===== config.mk =====
export PLATFORM = sky130hd
export DESIGN_NAME = aabb_accumulate_center_radius_flat
export DESIGN_NICKNAME = d
export VERILOG_FILES = /design/src/acr_pkg.sv /design/src/acr_vtx_if.sv /design/src/acr_box_if.sv /design/src/aabb_accumulate_center_radius.sv /design/src/acr_isqrt.sv /design/src/flat_wrapper.sv
export SDC_FILE = /design/constraint.sdc
export NUM_CORES = 1
export LEC_CHECK = 0
export BUFFER_PORTS_ARGS = -buffer_cell sky130_fd_sc_hd__buf_2
export CORE_MARGIN = 5
export CORE_UTILIZATION = 57
export DETAILED_ROUTE_END_ITERATION = 12
export PLACE_DENSITY = 0.77
export SLEW_MARGIN = 0
export SYNTH_ARGS = -nofsm -noshare
export SYNTH_HDL_FRONTEND = slang
export SYNTH_SLANG_ARGS = --single-unit

===== constraint.sdc =====
create_clock -name clk_i -period 12.5 [get_ports clk_i]
set_clock_uncertainty 0.15 [all_clocks]
set_input_delay 0.625 -clock clk_i [delete_from_list [all_inputs] [get_ports clk_i]]
set_output_delay 0.625 -clock clk_i [all_outputs]
set_load 0.03 [all_outputs]

===== src/acr_pkg.sv =====
// shared types for the bounding box accumulator
`default_nettype none

package acr_pkg;

  // request from the sequencer to the square root unit
  typedef struct packed {
    logic start;
  } acr_sqrt_req_t;

  // status from the square root unit back to the sequencer
  typedef struct packed {
    logic busy;
    logic done;
  } acr_sqrt_rsp_t;

endpackage

`default_nettype wire


===== src/acr_vtx_if.sv =====
// vertex channel interface: valid, ready and one vertex with its flags
`default_nettype none

interface acr_vtx_if #(
  parameter int unsigned COORD_BITS = 24
);
  logic                         valid;
  logic                         ready;
  logic signed [COORD_BITS-1:0] x;
  logic signed [COORD_BITS-1:0] y;
  logic signed [COORD_BITS-1:0] z;
  logic                         first;
  logic                         last;

  modport source (output valid, output x, output y, output z, output first, output last,
                  input ready);
  modport sink (input valid, input x, input y, input z, input first, input last,
                output ready);
endinterface

`default_nettype wire


===== src/acr_box_if.sv =====
// result channel interface: valid, ready and the box, centre and radius
`default_nettype none

interface acr_box_if #(
  parameter int unsigned COORD_BITS = 24
);
  logic                         valid;
  logic                         ready;
  logic signed [COORD_BITS-1:0] low_x;
  logic signed [COORD_BITS-1:0] low_y;
  logic signed [COORD_BITS-1:0] low_z;
  logic signed [COORD_BITS-1:0] high_x;
  logic signed [COORD_BITS-1:0] high_y;
  logic signed [COORD_BITS-1:0] high_z;
  logic signed [COORD_BITS-1:0] center_x;
  logic signed [COORD_BITS-1:0] center_y;
  logic signed [COORD_BITS-1:0] center_z;
  logic        [COORD_BITS-1:0] radius;

  modport source (output valid, output low_x, output low_y, output low_z,
                  output high_x, output high_y, output high_z,
                  output center_x, output center_y, output center_z,
                  output radius, input ready);
  modport sink (input valid, input low_x, input low_y, input low_z,
                input high_x, input high_y, input high_z,
                input center_x, input center_y, input center_z,
                input radius, output ready);
endinterface

`default_nettype wire


===== src/aabb_accumulate_center_radius.sv =====
// 3d bounding box accumulator with centre and radius, bit-serial datapath
//
// Vertices arrive on vtx_i and are taken when valid and ready are both high.
// A vertex with first set empties the box before it is merged; a vertex with
// last set produces one transfer on box_o after its merge: the box corners,
// the per-axis centre (min+max)>>1 and the radius isqrt(dx^2+dy^2+dz^2)>>1.
// Each vertex is merged LSB first, one bit per cycle, so ready drops after
// every transfer until the merge is done. A vertex with last goes on through
// a serial extent and centre pass, a shift-add sum of squares over the three
// axes, the start of the root unit, the root unit itself, a wait to see it
// finish and the load of the output register that raises box_o.valid; the
// next vertex can be taken once that load is done.
// The output register holds a finished result while the next vertices are
// merged; only a further last vertex waits there until box_o is free, so a
// stalled receiver holds up the input once a second result is ready.
// Reset leaves the box empty (min at the most positive value, max at the
// most negative) and no result pending.
`default_nettype none

module aabb_accumulate_center_radius #(
  parameter int unsigned COORD_BITS = 24
) (
  input  wire logic  clk_i,
  input  wire logic  rst_ni,
  acr_vtx_if.sink    vtx_i,
  acr_box_if.source  box_o
);

  localparam int unsigned C     = COORD_BITS;
  localparam int unsigned R     = C + 1;
  localparam int unsigned SQ_W  = 2 * R;
  localparam int unsigned CNT_W = $clog2(C);
  localparam logic [CNT_W-1:0] LAST_BIT = CNT_W'(C - 1);
  localparam logic signed [C-1:0] CMAX = {1'b0, {(C-1){1'b1}}};
  localparam logic signed [C-1:0] CMIN = {1'b1, {(C-1){1'b0}}};

  typedef enum logic [2:0] {
    ST_IDLE,
    ST_MERGE,
    ST_EXTENT,
    ST_SQUARE,
    ST_ROOT,
    ST_EMIT
  } state_e;

  state_e state_q;

  logic [CNT_W-1:0]   cnt_q;
  logic [1:0]         axis_q;
  logic               last_q;
  logic signed [C-1:0] v_q   [3];
  logic signed [C-1:0] min_q [3];
  logic signed [C-1:0] max_q [3];
  logic               lt_q  [3];
  logic               gt_q  [3];
  logic               cy_q  [3];
  logic               bw_q  [3];
  logic [C-1:0]       ctr_q [3];
  logic [C-1:0]       d_q   [3];
  logic [SQ_W-1:0]    acc_q;
  logic [SQ_W-1:0]    mcand_q;
  logic [C-1:0]       mult_q;
  logic               sqrt_start_q;

  logic               out_valid_q;
  logic signed [C-1:0] lo_q  [3];
  logic signed [C-1:0] hi_q  [3];
  logic signed [C-1:0] cen_q [3];
  logic [C-1:0]       rad_q;

  logic               msb;
  logic               lt_n    [3];
  logic               gt_n    [3];
  logic               sum_b   [3];
  logic               sum_top [3];
  logic               cy_n    [3];
  logic               dif_b   [3];
  logic               bw_n    [3];
  logic [C-1:0]       d_next0;
  logic [C-1:0]       d_sel;

  acr_pkg::acr_sqrt_req_t sqrt_req;
  acr_pkg::acr_sqrt_rsp_t sqrt_rsp;
  logic [R-1:0]           sqrt_root;

  function automatic logic [C-1:0] rot(input logic [C-1:0] w);
    return {w[0], w[C-1:1]};
  endfunction

  assign msb = (cnt_q == LAST_BIT);

  // per-lane serial compare, add and subtract on the current low bits
  always_comb begin
    for (int i = 0; i < 3; i++) begin
      if (msb) begin
        lt_n[i] = (v_q[i][0] & ~min_q[i][0]) | (~(v_q[i][0] ^ min_q[i][0]) & lt_q[i]);
        gt_n[i] = (max_q[i][0] & ~v_q[i][0]) | (~(v_q[i][0] ^ max_q[i][0]) & gt_q[i]);
      end else begin
        lt_n[i] = (~v_q[i][0] & min_q[i][0]) | (~(v_q[i][0] ^ min_q[i][0]) & lt_q[i]);
        gt_n[i] = (~max_q[i][0] & v_q[i][0]) | (~(v_q[i][0] ^ max_q[i][0]) & gt_q[i]);
      end
      sum_b[i]   = min_q[i][0] ^ max_q[i][0] ^ cy_q[i];
      cy_n[i]    = (min_q[i][0] & max_q[i][0]) | (cy_q[i] & (min_q[i][0] ^ max_q[i][0]));
      sum_top[i] = min_q[i][0] ^ max_q[i][0] ^ cy_n[i];
      dif_b[i]   = max_q[i][0] ^ min_q[i][0] ^ bw_q[i];
      bw_n[i]    = (~max_q[i][0] & min_q[i][0]) | (~(max_q[i][0] ^ min_q[i][0]) & bw_q[i]);
    end
  end

  // extent of the first axis as it completes, and the next axis to square
  assign d_next0 = {dif_b[0], d_q[0][C-1:1]};
  assign d_sel   = (axis_q == 2'd0) ? d_q[1] : d_q[2];

  assign sqrt_req.start = sqrt_start_q;

  acr_isqrt #(
    .ROOT_BITS (R)
  ) u_isqrt (
    .clk_i  (clk_i),
    .rst_ni (rst_ni),
    .req_i  (sqrt_req),
    .rad_i  (acc_q),
    .rsp_o  (sqrt_rsp),
    .root_o (sqrt_root)
  );

  // sequencer, box state, serial datapath and output register
  always_ff @(posedge clk_i or negedge rst_ni) begin
    if (!rst_ni) begin
      state_q      <= ST_IDLE;
      cnt_q        <= '0;
      axis_q       <= 2'd0;
      sqrt_start_q <= 1'b0;
      out_valid_q  <= 1'b0;
      for (int i = 0; i < 3; i++) begin
        min_q[i] <= CMAX;
        max_q[i] <= CMIN;
      end
    end else begin
      sqrt_start_q <= 1'b0;
      if (box_o.ready) begin
        out_valid_q <= 1'b0;
      end
      case (state_q)
        ST_IDLE: begin
          if (vtx_i.valid) begin
            v_q[0] <= vtx_i.x;
            v_q[1] <= vtx_i.y;
            v_q[2] <= vtx_i.z;
            last_q <= vtx_i.last;
            cnt_q  <= '0;
            for (int i = 0; i < 3; i++) begin
              lt_q[i] <= 1'b0;
              gt_q[i] <= 1'b0;
              if (vtx_i.first) begin
                min_q[i] <= CMAX;
                max_q[i] <= CMIN;
              end
            end
            state_q <= ST_MERGE;
          end
        end
        ST_MERGE: begin
          cnt_q <= cnt_q + 1'b1;
          for (int i = 0; i < 3; i++) begin
            lt_q[i] <= lt_n[i];
            gt_q[i] <= gt_n[i];
            v_q[i]  <= rot(v_q[i]);
            min_q[i] <= (msb && lt_n[i]) ? rot(v_q[i]) : rot(min_q[i]);
            max_q[i] <= (msb && gt_n[i]) ? rot(v_q[i]) : rot(max_q[i]);
          end
          if (msb) begin
            cnt_q <= '0;
            for (int i = 0; i < 3; i++) begin
              cy_q[i] <= 1'b0;
              bw_q[i] <= 1'b0;
            end
            state_q <= last_q ? ST_EXTENT : ST_IDLE;
          end
        end
        ST_EXTENT: begin
          cnt_q <= cnt_q + 1'b1;
          for (int i = 0; i < 3; i++) begin
            cy_q[i]  <= cy_n[i];
            bw_q[i]  <= bw_n[i];
            d_q[i]   <= {dif_b[i], d_q[i][C-1:1]};
            min_q[i] <= rot(min_q[i]);
            max_q[i] <= rot(max_q[i]);
            if (msb) begin
              ctr_q[i] <= {sum_top[i], sum_b[i], ctr_q[i][C-1:2]};
            end else if (cnt_q != '0) begin
              ctr_q[i] <= {sum_b[i], ctr_q[i][C-1:1]};
            end
          end
          if (msb) begin
            cnt_q   <= '0;
            axis_q  <= 2'd0;
            acc_q   <= '0;
            mcand_q <= {{(SQ_W-C){1'b0}}, d_next0};
            mult_q  <= d_next0;
            state_q <= ST_SQUARE;
          end
        end
        ST_SQUARE: begin
          cnt_q   <= cnt_q + 1'b1;
          if (mult_q[0]) begin
            acc_q <= acc_q + mcand_q;
          end
          mcand_q <= {mcand_q[SQ_W-2:0], 1'b0};
          mult_q  <= {1'b0, mult_q[C-1:1]};
          if (msb) begin
            cnt_q <= '0;
            if (axis_q == 2'd2) begin
              sqrt_start_q <= 1'b1;
              state_q      <= ST_ROOT;
            end else begin
              axis_q  <= axis_q + 2'd1;
              mcand_q <= {{(SQ_W-C){1'b0}}, d_sel};
              mult_q  <= d_sel;
            end
          end
        end
        ST_ROOT: begin
          if (sqrt_rsp.done) begin
            state_q <= ST_EMIT;
          end
        end
        ST_EMIT: begin
          if (!out_valid_q || box_o.ready) begin
            for (int i = 0; i < 3; i++) begin
              lo_q[i]  <= min_q[i];
              hi_q[i]  <= max_q[i];
              cen_q[i] <= ctr_q[i];
            end
            rad_q       <= sqrt_root[R-1:1];
            out_valid_q <= 1'b1;
            state_q     <= ST_IDLE;
          end
        end
        default: begin
          state_q <= ST_IDLE;
        end
      endcase
    end
  end

  // channel signals
  assign vtx_i.ready    = (state_q == ST_IDLE);
  assign box_o.valid    = out_valid_q;
  assign box_o.low_x    = lo_q[0];
  assign box_o.low_y    = lo_q[1];
  assign box_o.low_z    = lo_q[2];
  assign box_o.high_x   = hi_q[0];
  assign box_o.high_y   = hi_q[1];
  assign box_o.high_z   = hi_q[2];
  assign box_o.center_x = cen_q[0];
  assign box_o.center_y = cen_q[1];
  assign box_o.center_z = cen_q[2];
  assign box_o.radius   = rad_q;

  // a transfer always starts a fresh merge pass
  a_accept_merge: assert property (@(posedge clk_i) disable iff (!rst_ni)
    (vtx_i.valid && vtx_i.ready) |=> (state_q == ST_MERGE) && (cnt_q == '0))
    else $error("merge pass did not start after vertex transfer");

  // the root unit reports completion only while the sequencer waits for it
  a_done_in_root: assert property (@(posedge clk_i) disable iff (!rst_ni)
    sqrt_rsp.done |-> (state_q == ST_ROOT))
    else $error("square root finished outside the root phase");

  // the root unit is never restarted while still iterating
  a_start_free: assert property (@(posedge clk_i) disable iff (!rst_ni)
    sqrt_req.start |-> !sqrt_rsp.busy)
    else $error("square root started while busy");

  // a presented box is ordered and its centre lies inside it
  a_box_order: assert property (@(posedge clk_i) disable iff (!rst_ni)
    box_o.valid |-> (box_o.low_x <= box_o.center_x) && (box_o.center_x <= box_o.high_x)
                 && (box_o.low_y <= box_o.center_y) && (box_o.center_y <= box_o.high_y)
                 && (box_o.low_z <= box_o.center_z) && (box_o.center_z <= box_o.high_z))
    else $error("result box out of order");

endmodule

`default_nettype wire


===== src/acr_isqrt.sv =====
// integer square root, digit recurrence, one root bit per cycle
`default_nettype none

module acr_isqrt #(
  parameter int unsigned ROOT_BITS = 25
) (
  input  wire logic                        clk_i,
  input  wire logic                        rst_ni,
  input  wire acr_pkg::acr_sqrt_req_t      req_i,
  input  wire logic [2*ROOT_BITS-1:0]      rad_i,
  output acr_pkg::acr_sqrt_rsp_t           rsp_o,
  output logic      [ROOT_BITS-1:0]        root_o
);

  localparam int unsigned R    = ROOT_BITS;
  localparam int unsigned CW   = $clog2(R);
  localparam logic [CW-1:0] LAST = CW'(R - 1);

  logic [2*R-1:0] n_q;
  logic [R:0]     rem_q;
  logic [R-1:0]   root_q;
  logic [CW-1:0]  cnt_q;
  logic           busy_q;
  logic           done_q;

  logic [R+1:0]   rem_sh;
  logic [R+1:0]   trial;
  logic           ge;

  // shift in the next pair of radicand bits and try the next root bit
  assign rem_sh = {rem_q[R-1:0], n_q[2*R-1:2*R-2]};
  assign trial  = {root_q, 2'b01};
  assign ge     = (rem_sh >= trial);

  always_ff @(posedge clk_i or negedge rst_ni) begin
    if (!rst_ni) begin
      busy_q <= 1'b0;
      done_q <= 1'b0;
      cnt_q  <= '0;
    end else begin
      done_q <= 1'b0;
      if (req_i.start) begin
        n_q    <= rad_i;
        rem_q  <= '0;
        root_q <= '0;
        cnt_q  <= '0;
        busy_q <= 1'b1;
      end else if (busy_q) begin
        n_q    <= {n_q[2*R-3:0], 2'b00};
        rem_q  <= ge ? rem_sh[R:0] - trial[R:0] : rem_sh[R:0];
        root_q <= {root_q[R-2:0], ge};
        cnt_q  <= cnt_q + 1'b1;
        if (cnt_q == LAST) begin
          busy_q <= 1'b0;
          done_q <= 1'b1;
        end
      end
    end
  end

  assign rsp_o.busy = busy_q;
  assign rsp_o.done = done_q;
  assign root_o     = root_q;

endmodule

`default_nettype wire


===== src/flat_wrapper.sv =====
// flat-port wrapper written by rule: the top's interface ports become plain ports
module aabb_accumulate_center_radius_flat 
#(
  parameter int unsigned COORD_BITS = 24
)
  (clk_i, rst_ni, vtx_i_valid, vtx_i_x, vtx_i_y, vtx_i_z, vtx_i_first, vtx_i_last, vtx_i_ready, box_o_valid, box_o_low_x, box_o_low_y, box_o_low_z, box_o_high_x, box_o_high_y, box_o_high_z, box_o_center_x, box_o_center_y, box_o_center_z, box_o_radius, box_o_ready);
  acr_vtx_if #(.COORD_BITS(COORD_BITS)) vtx_i_i ();
  acr_box_if #(.COORD_BITS(COORD_BITS)) box_o_i ();
  input  wire logic clk_i;
  input  wire logic rst_ni;
  input wire logic [$bits(vtx_i_i.valid)-1:0] vtx_i_valid;
  input wire logic [$bits(vtx_i_i.x)-1:0] vtx_i_x;
  input wire logic [$bits(vtx_i_i.y)-1:0] vtx_i_y;
  input wire logic [$bits(vtx_i_i.z)-1:0] vtx_i_z;
  input wire logic [$bits(vtx_i_i.first)-1:0] vtx_i_first;
  input wire logic [$bits(vtx_i_i.last)-1:0] vtx_i_last;
  output wire logic [$bits(vtx_i_i.ready)-1:0] vtx_i_ready;
  output wire logic [$bits(box_o_i.valid)-1:0] box_o_valid;
  output wire logic [$bits(box_o_i.low_x)-1:0] box_o_low_x;
  output wire logic [$bits(box_o_i.low_y)-1:0] box_o_low_y;
  output wire logic [$bits(box_o_i.low_z)-1:0] box_o_low_z;
  output wire logic [$bits(box_o_i.high_x)-1:0] box_o_high_x;
  output wire logic [$bits(box_o_i.high_y)-1:0] box_o_high_y;
  output wire logic [$bits(box_o_i.high_z)-1:0] box_o_high_z;
  output wire logic [$bits(box_o_i.center_x)-1:0] box_o_center_x;
  output wire logic [$bits(box_o_i.center_y)-1:0] box_o_center_y;
  output wire logic [$bits(box_o_i.center_z)-1:0] box_o_center_z;
  output wire logic [$bits(box_o_i.radius)-1:0] box_o_radius;
  input wire logic [$bits(box_o_i.ready)-1:0] box_o_ready;
  assign vtx_i_i.valid = vtx_i_valid;
  assign vtx_i_i.x = vtx_i_x;
  assign vtx_i_i.y = vtx_i_y;
  assign vtx_i_i.z = vtx_i_z;
  assign vtx_i_i.first = vtx_i_first;
  assign vtx_i_i.last = vtx_i_last;
  assign vtx_i_ready = vtx_i_i.ready;
  assign box_o_valid = box_o_i.valid;
  assign box_o_low_x = box_o_i.low_x;
  assign box_o_low_y = box_o_i.low_y;
  assign box_o_low_z = box_o_i.low_z;
  assign box_o_high_x = box_o_i.high_x;
  assign box_o_high_y = box_o_i.high_y;
  assign box_o_high_z = box_o_i.high_z;
  assign box_o_center_x = box_o_i.center_x;
  assign box_o_center_y = box_o_i.center_y;
  assign box_o_center_z = box_o_i.center_z;
  assign box_o_radius = box_o_i.radius;
  assign box_o_i.ready = box_o_ready;
  aabb_accumulate_center_radius #(.COORD_BITS(COORD_BITS)) u_core (.clk_i(clk_i), .rst_ni(rst_ni), .vtx_i(vtx_i_i), .box_o(box_o_i));
endmodule

# After elaboration in Yosys (flattened, before gate mapping)
# Memory sizes are Yosys's and may differ from the RTL's.
# Index checks and enable logic that the tools add are counted.
# W data, S select, Z words.
# classes
add_sub_neg	5
n_lt_le_gt_ge	1
eq_ne	18
mux	102
n_bitwise	102
n_reduce_logical	32
# ops
operator	count
$mux W24	18
$pmux W72 S3	2
$mux W50	7
$pmux W50 S2	2
$mux W72	2
$mux W26	2
$add A50 B50 Y50	1
$mux W1	49
$pmux W24 S2	1
$or A1 B1 Y1	36
$and A1 B1 Y1	30
$ge A27 B27 Y1	1
$sub A26 B26 Y26	1
$mux W25	1
$mux W3	7
$mux W5	4
$not A1 Y1	18
$pmux W3 S6	1
$xor A1 B1 Y1	18
$logic_and A1 B1 Y1	13
$ne A2 B1 Y1 const B	6
$reduce_and A3 Y1	4
$add A5 B1 Y5 const B	2
$eq A5 B5 Y1 const B	2
other kinds (20)	32
# word_totals
register_bits	413
ram_bits	444
out_inout_bits	242
n_memories	10
# mem_list
memory	words	width	rd	rd_clocked_by_memory_dff	wr	line_no	rtl
u_core.cen_q	3	24	3	0	3	aabb_accumulate_center_radius.sv:68	logic signed [C-1:0] cen_q [3];
u_core.ctr_q	3	24	3	0	3	aabb_accumulate_center_radius.sv:58	logic [C-1:0] ctr_q [3];
u_core.d_q	3	24	3	0	3	aabb_accumulate_center_radius.sv:59	logic [C-1:0] d_q [3];
u_core.hi_q	3	24	3	0	3	aabb_accumulate_center_radius.sv:67	logic signed [C-1:0] hi_q [3];
u_core.lo_q	3	24	3	0	3	aabb_accumulate_center_radius.sv:66	logic signed [C-1:0] lo_q [3];
u_core.v_q	3	24	3	0	3	aabb_accumulate_center_radius.sv:51	logic signed [C-1:0] v_q [3];
+4 memories	n/a	n/a	n/a	n/a	n/a	n/a	

# Depth between registers and ports, before layout
# An unclocked memory read counts as a cell.
# depth
ltp_word	9
mapped_depth	12
depth_no_buf	10

# Cells and area by module
# Synthesis repeated with hierarchy kept, for this count alone.
# hier_totals
hier_cells	3039
area_unflattened_um2	37732.4
# modules_own_cells
module	instances	cells_each	area_per_inst_um2	seq_area_each_um2
aabb_accumulate_center_radius	1	2479	31317.5	21770.9
acr_isqrt	1	560	6414.9	3178.0

# Least setup slack after synthesis
# OpenSTA, ideal clock, no wires.
# synth_timing
path_type	flip-flop to flip-flop
startpoint	reg u_core.state_q[1]
endpoint	mem u_core.cen_q[0][0] (netlist bit) (enable)
arrival_ns	10.353
slack_ns	1.201
stages_incl_launch_ff	7
path_buffers	3
cell_sequence	dfrtp_1 > clkbuf_1 > nor2b_1 > clkbuf_1 > clkbuf_1 > nand2_1 > nor2_1
# synth_lines
element	line_no	rtl
start: declaration	aabb_accumulate_center_radius.sv:46	state_e state_q;
start signal: assignment	aabb_accumulate_center_radius.sv:178	state_q <= last_q ? ST_EXTENT : ST_IDLE;
end: declaration	aabb_accumulate_center_radius.sv:68	

==> results.json <==
{
  "status": "complete, no violations",
  "hold_viol_final": 0,
  "grt_pass1_vias": 25785,
  "synth-seq-area-share_pct": 64.8,
  "postCtsResizedCells": 0,
  "gp_congestion": 0.920,
  "end_kind": "register",
  "met1Wirelength_um": 36100,
  "setup.worst_path.start_class": "register",
  "die_y_um": 270,
  "wl_met2_um": 45200,
  "pin_count": 320,
  "fin_crit_ns": 4.73,
  "postRouteAntennaNets": 0,
  "synthFlopType": "edfxtp_1",
  "drt_iter0_drc": 2851,
  "fin_ws_ns": 7.77,
  "synth_edf_count": 692,
  "cap_violations": 0,
  "drtPass1Iterations": 10,
  "drt-vias-per-instance": 6.13,
  "portBuffers": 319,
  "slew_headroom_pct": 17.2,
  "row_count": 95,
  "antenna_found_initial": 11,
  "crit_fanout": 85,
  "crit_path_frequent_cell": "buf_4",
  "cts_hold_buf": 2,
  "fin_tns_setup_ns": 0,
  "slowest_stage": "buf_4",
  "layout.cells.most_common_list": "edfxtp_1 (692), nand2_1 (359), buf_2 (318)",
  "area_growth_pct": 14.0,
  "place_ws_ns": 7.81,
  "crit_chain": "nor2b_4, nand2_1, nor2_4, buf_4, buf_4",
  "yosys.area.top_type_share_pct": 53.9,
  "drive_above_1_share_pct": 22.7,
  "crit_type": "register to register",
  "crit_family": "buffers and inverters",
  "clk_latency_ns": 0.64,
  "clk_path_buf_depth": 3,
  "avgSynthCellArea_um2": 12.9,
  "grt_max_degree": 87,
  "fillers": 4713,
  "p_leak_uw": 0.0174,
  "final_nets": 3453,
  "max_slew.worst_pin.slew_ns": 1.24,
  "clock_sinks": 855,
  "start_util_pct": 57.4,
  "grt_usage_pct": 24.0,
  "required_ns": 12.57,
  "cts_tree": "yes",
  "vias": 25876,
  "grt_pass1_wl_um": 143000,
  "slew_violations": 0,
  "numCtsBuffers": 87,
  "max-vdd-ir-drop_uv": 134,
  "ctsRootBufferMaster": "clkbuf_16",
  "crit_path_max_incr_delay_ns": 0.94,
  "top_layer": "met5",
  "crit_arrival_ns": 4.80,
  "place_inst": 4053,
  "path_clk_slew_ns": 0.07,
  "layout.cells.most_common": "edfxtp_1",
  "wl_met3_um": 6940,
  "synthCells": 2992,
  "synth.area.top_cells": "edfxtp_1 (54%), dfrtp_1 (5.9%), dfstp_2 (4.9%)",
  "wl_um": 90500,
  "power_density_mw_per_mm2": 134,
  "die_area_mm2": 0.0729,
  "max_freq_mhz": 211,
  "fin_cells": 4224,
  "async_reset_ff_share_pct": 19.1,
  "avgRoutedWirePerCell_um": 21.4,
  "synth_fp_nets": 3174,
  "route.detailed.drc": 0,
  "hp-class": "input pin to register",
  "cts_setup_buffers": 0,
  "core-area_mm2": 0.0672,
  "cp_num_buf_inv": 2,
  "dp_hpwl_um": 58100,
  "finalSetupViolations": 0,
  "synth-seq-cells": 855,
  "grt_setup_unrepaired": "false",
  "grt_remaining_overflow": 0,
  "finalCritPeriodShare_pct": 37.8,
  "htreeDepth": 3,
  "synth_area_mm2": 0.0385,
  "ys_warn_count": 0,
  "yosys.area.top_type": "edfxtp_1",
  "fp.dieW_um": 270,
  "synth.distinct_cells": 84
}
## sequential cells by signal, indices dropped and copies added (netlist names), 5 cells and up
register and cells:
u_core.box_o.radius 24, u_core.d_q 71, u_core.ctr_q 72, u_core.hi_q 72, u_core.u_isqrt.root_o 25, u_core.u_isqrt.cnt_q 5, u_core.acc_q 50, u_core.min_q 72
u_core.mult_q 24, u_core.cen_q 72, u_core.u_isqrt.n_q 50, u_core.v_q 72, u_core.cnt_q 5, u_core.mcand_q 50, u_core.lo_q 72, u_core.u_isqrt.rem_q 25
u_core.max_q 72
## tightest hold or removal path, cell delays in order
cell and delay (ns):
buf_2 0.07, nand2_1 0.04, o21ai_0 0.06
## where the power goes
group	leakage [uW]	internal, uW	switching, uW
combinational	0.00745	59.0	84.5
clock	0.00146	1560	1110
sequential	0.00852	3060	8.98
## synthesized netlist by cell type (17+ instances only)
cell type / count
edfxtp_1: 692
o21ai_0: 121
nor2_1: 273
xnor2_1: 33
nand3_1: 23
a21o_1: 38
nand2_1: 362
nor3_1: 34
dfrtp_1: 91
a21oi_1: 158
inv_1: 136
dfstp_2: 72
mux2_2: 140
a222oi_1: 69
and3_1: 40
ha_1: 94
mux2i_1: 102
xor2_1: 24
o22a_1: 70
clkbuf_1: 125
nand4_1: 22
o21bai_1: 17
## worst paths after layout
| check | endpoint | slack, ns | start | cells past startpoint |
|---|---|---|---|---|
| hold / removal | u_core.v_q[0][47] | 0.12 | vtx_i_y[23] | 3 |
| setup reg to reg | u_core.cen_q[0][16] | 7.77 | u_core.state_q[0] | 5 |
| hold reg to reg | u_core.cen_q[0][0] | 0.28 | u_core.ctr_q[0][0] | 0 |
| max in group asynchronous | u_core.max_q[10] | 10.27 | rst_ni | 4 |
| setup / recovery | u_core.cen_q[0][16] | 7.77 | u_core.state_q[0] | 5 |
| min in group asynchronous | u_core.max_q[34] | 0.37 | rst_ni | 2 |
## routing by layer
metal	up-vias	GRT usage, %
met5	-	0
met4	14	6.64
met3	169	5.02
met2	1005	40.7
met1	13002	31.8
li1	11686	-
## cell families (layout without fill, tap and decap cells)
family / after synthesis / count (layout) / share of synthesized area, %
fa+ha+maj: 104 / 104 / 3.57
simple gates: 823 / 823 / 9.18
flops: 855 / 855 / 64.8
compound gates: 613 / 613 / 11.4
mux: 242 / 242 / 6.74
xor+xnor: 57 / 57 / 1.30
buf+inv: 298 / 651 / 3.09
other cells: 0 / 6 / 0
## final cells by class
cell class / count / area [um2] / share of cell area, %
Clock inverter: 51 / 544 / 1.24
Clock buffer: 112 / 2410 / 5.50
Sequential cell: 855 / 25000 / 56.8
Tap cell: 873 / 1090 / 2.49
Antenna cell: 6 / 15.0 / 0.0342
Timing Repair Buffer: 352 / 1860 / 4.23
Multi-Input combinational cell: 1839 / 12500 / 28.5
Inverter: 136 / 510 / 1.16
## through the flow
stage	instance area (um2)	utilization [%]	hold WS [ns]	total power, uW
final	43900	65.4	0.117	5880
after CTS	43900	65.4	0.0905	5920
after floorplan	38500	-	0.179	3220
after global routing	43900	65.4	0.119	6060
after detailed placement	40900	60.9	0.269	3270
after global placement	40900	60.9	0.256	3260
Power figures use the tool's default switching activity.
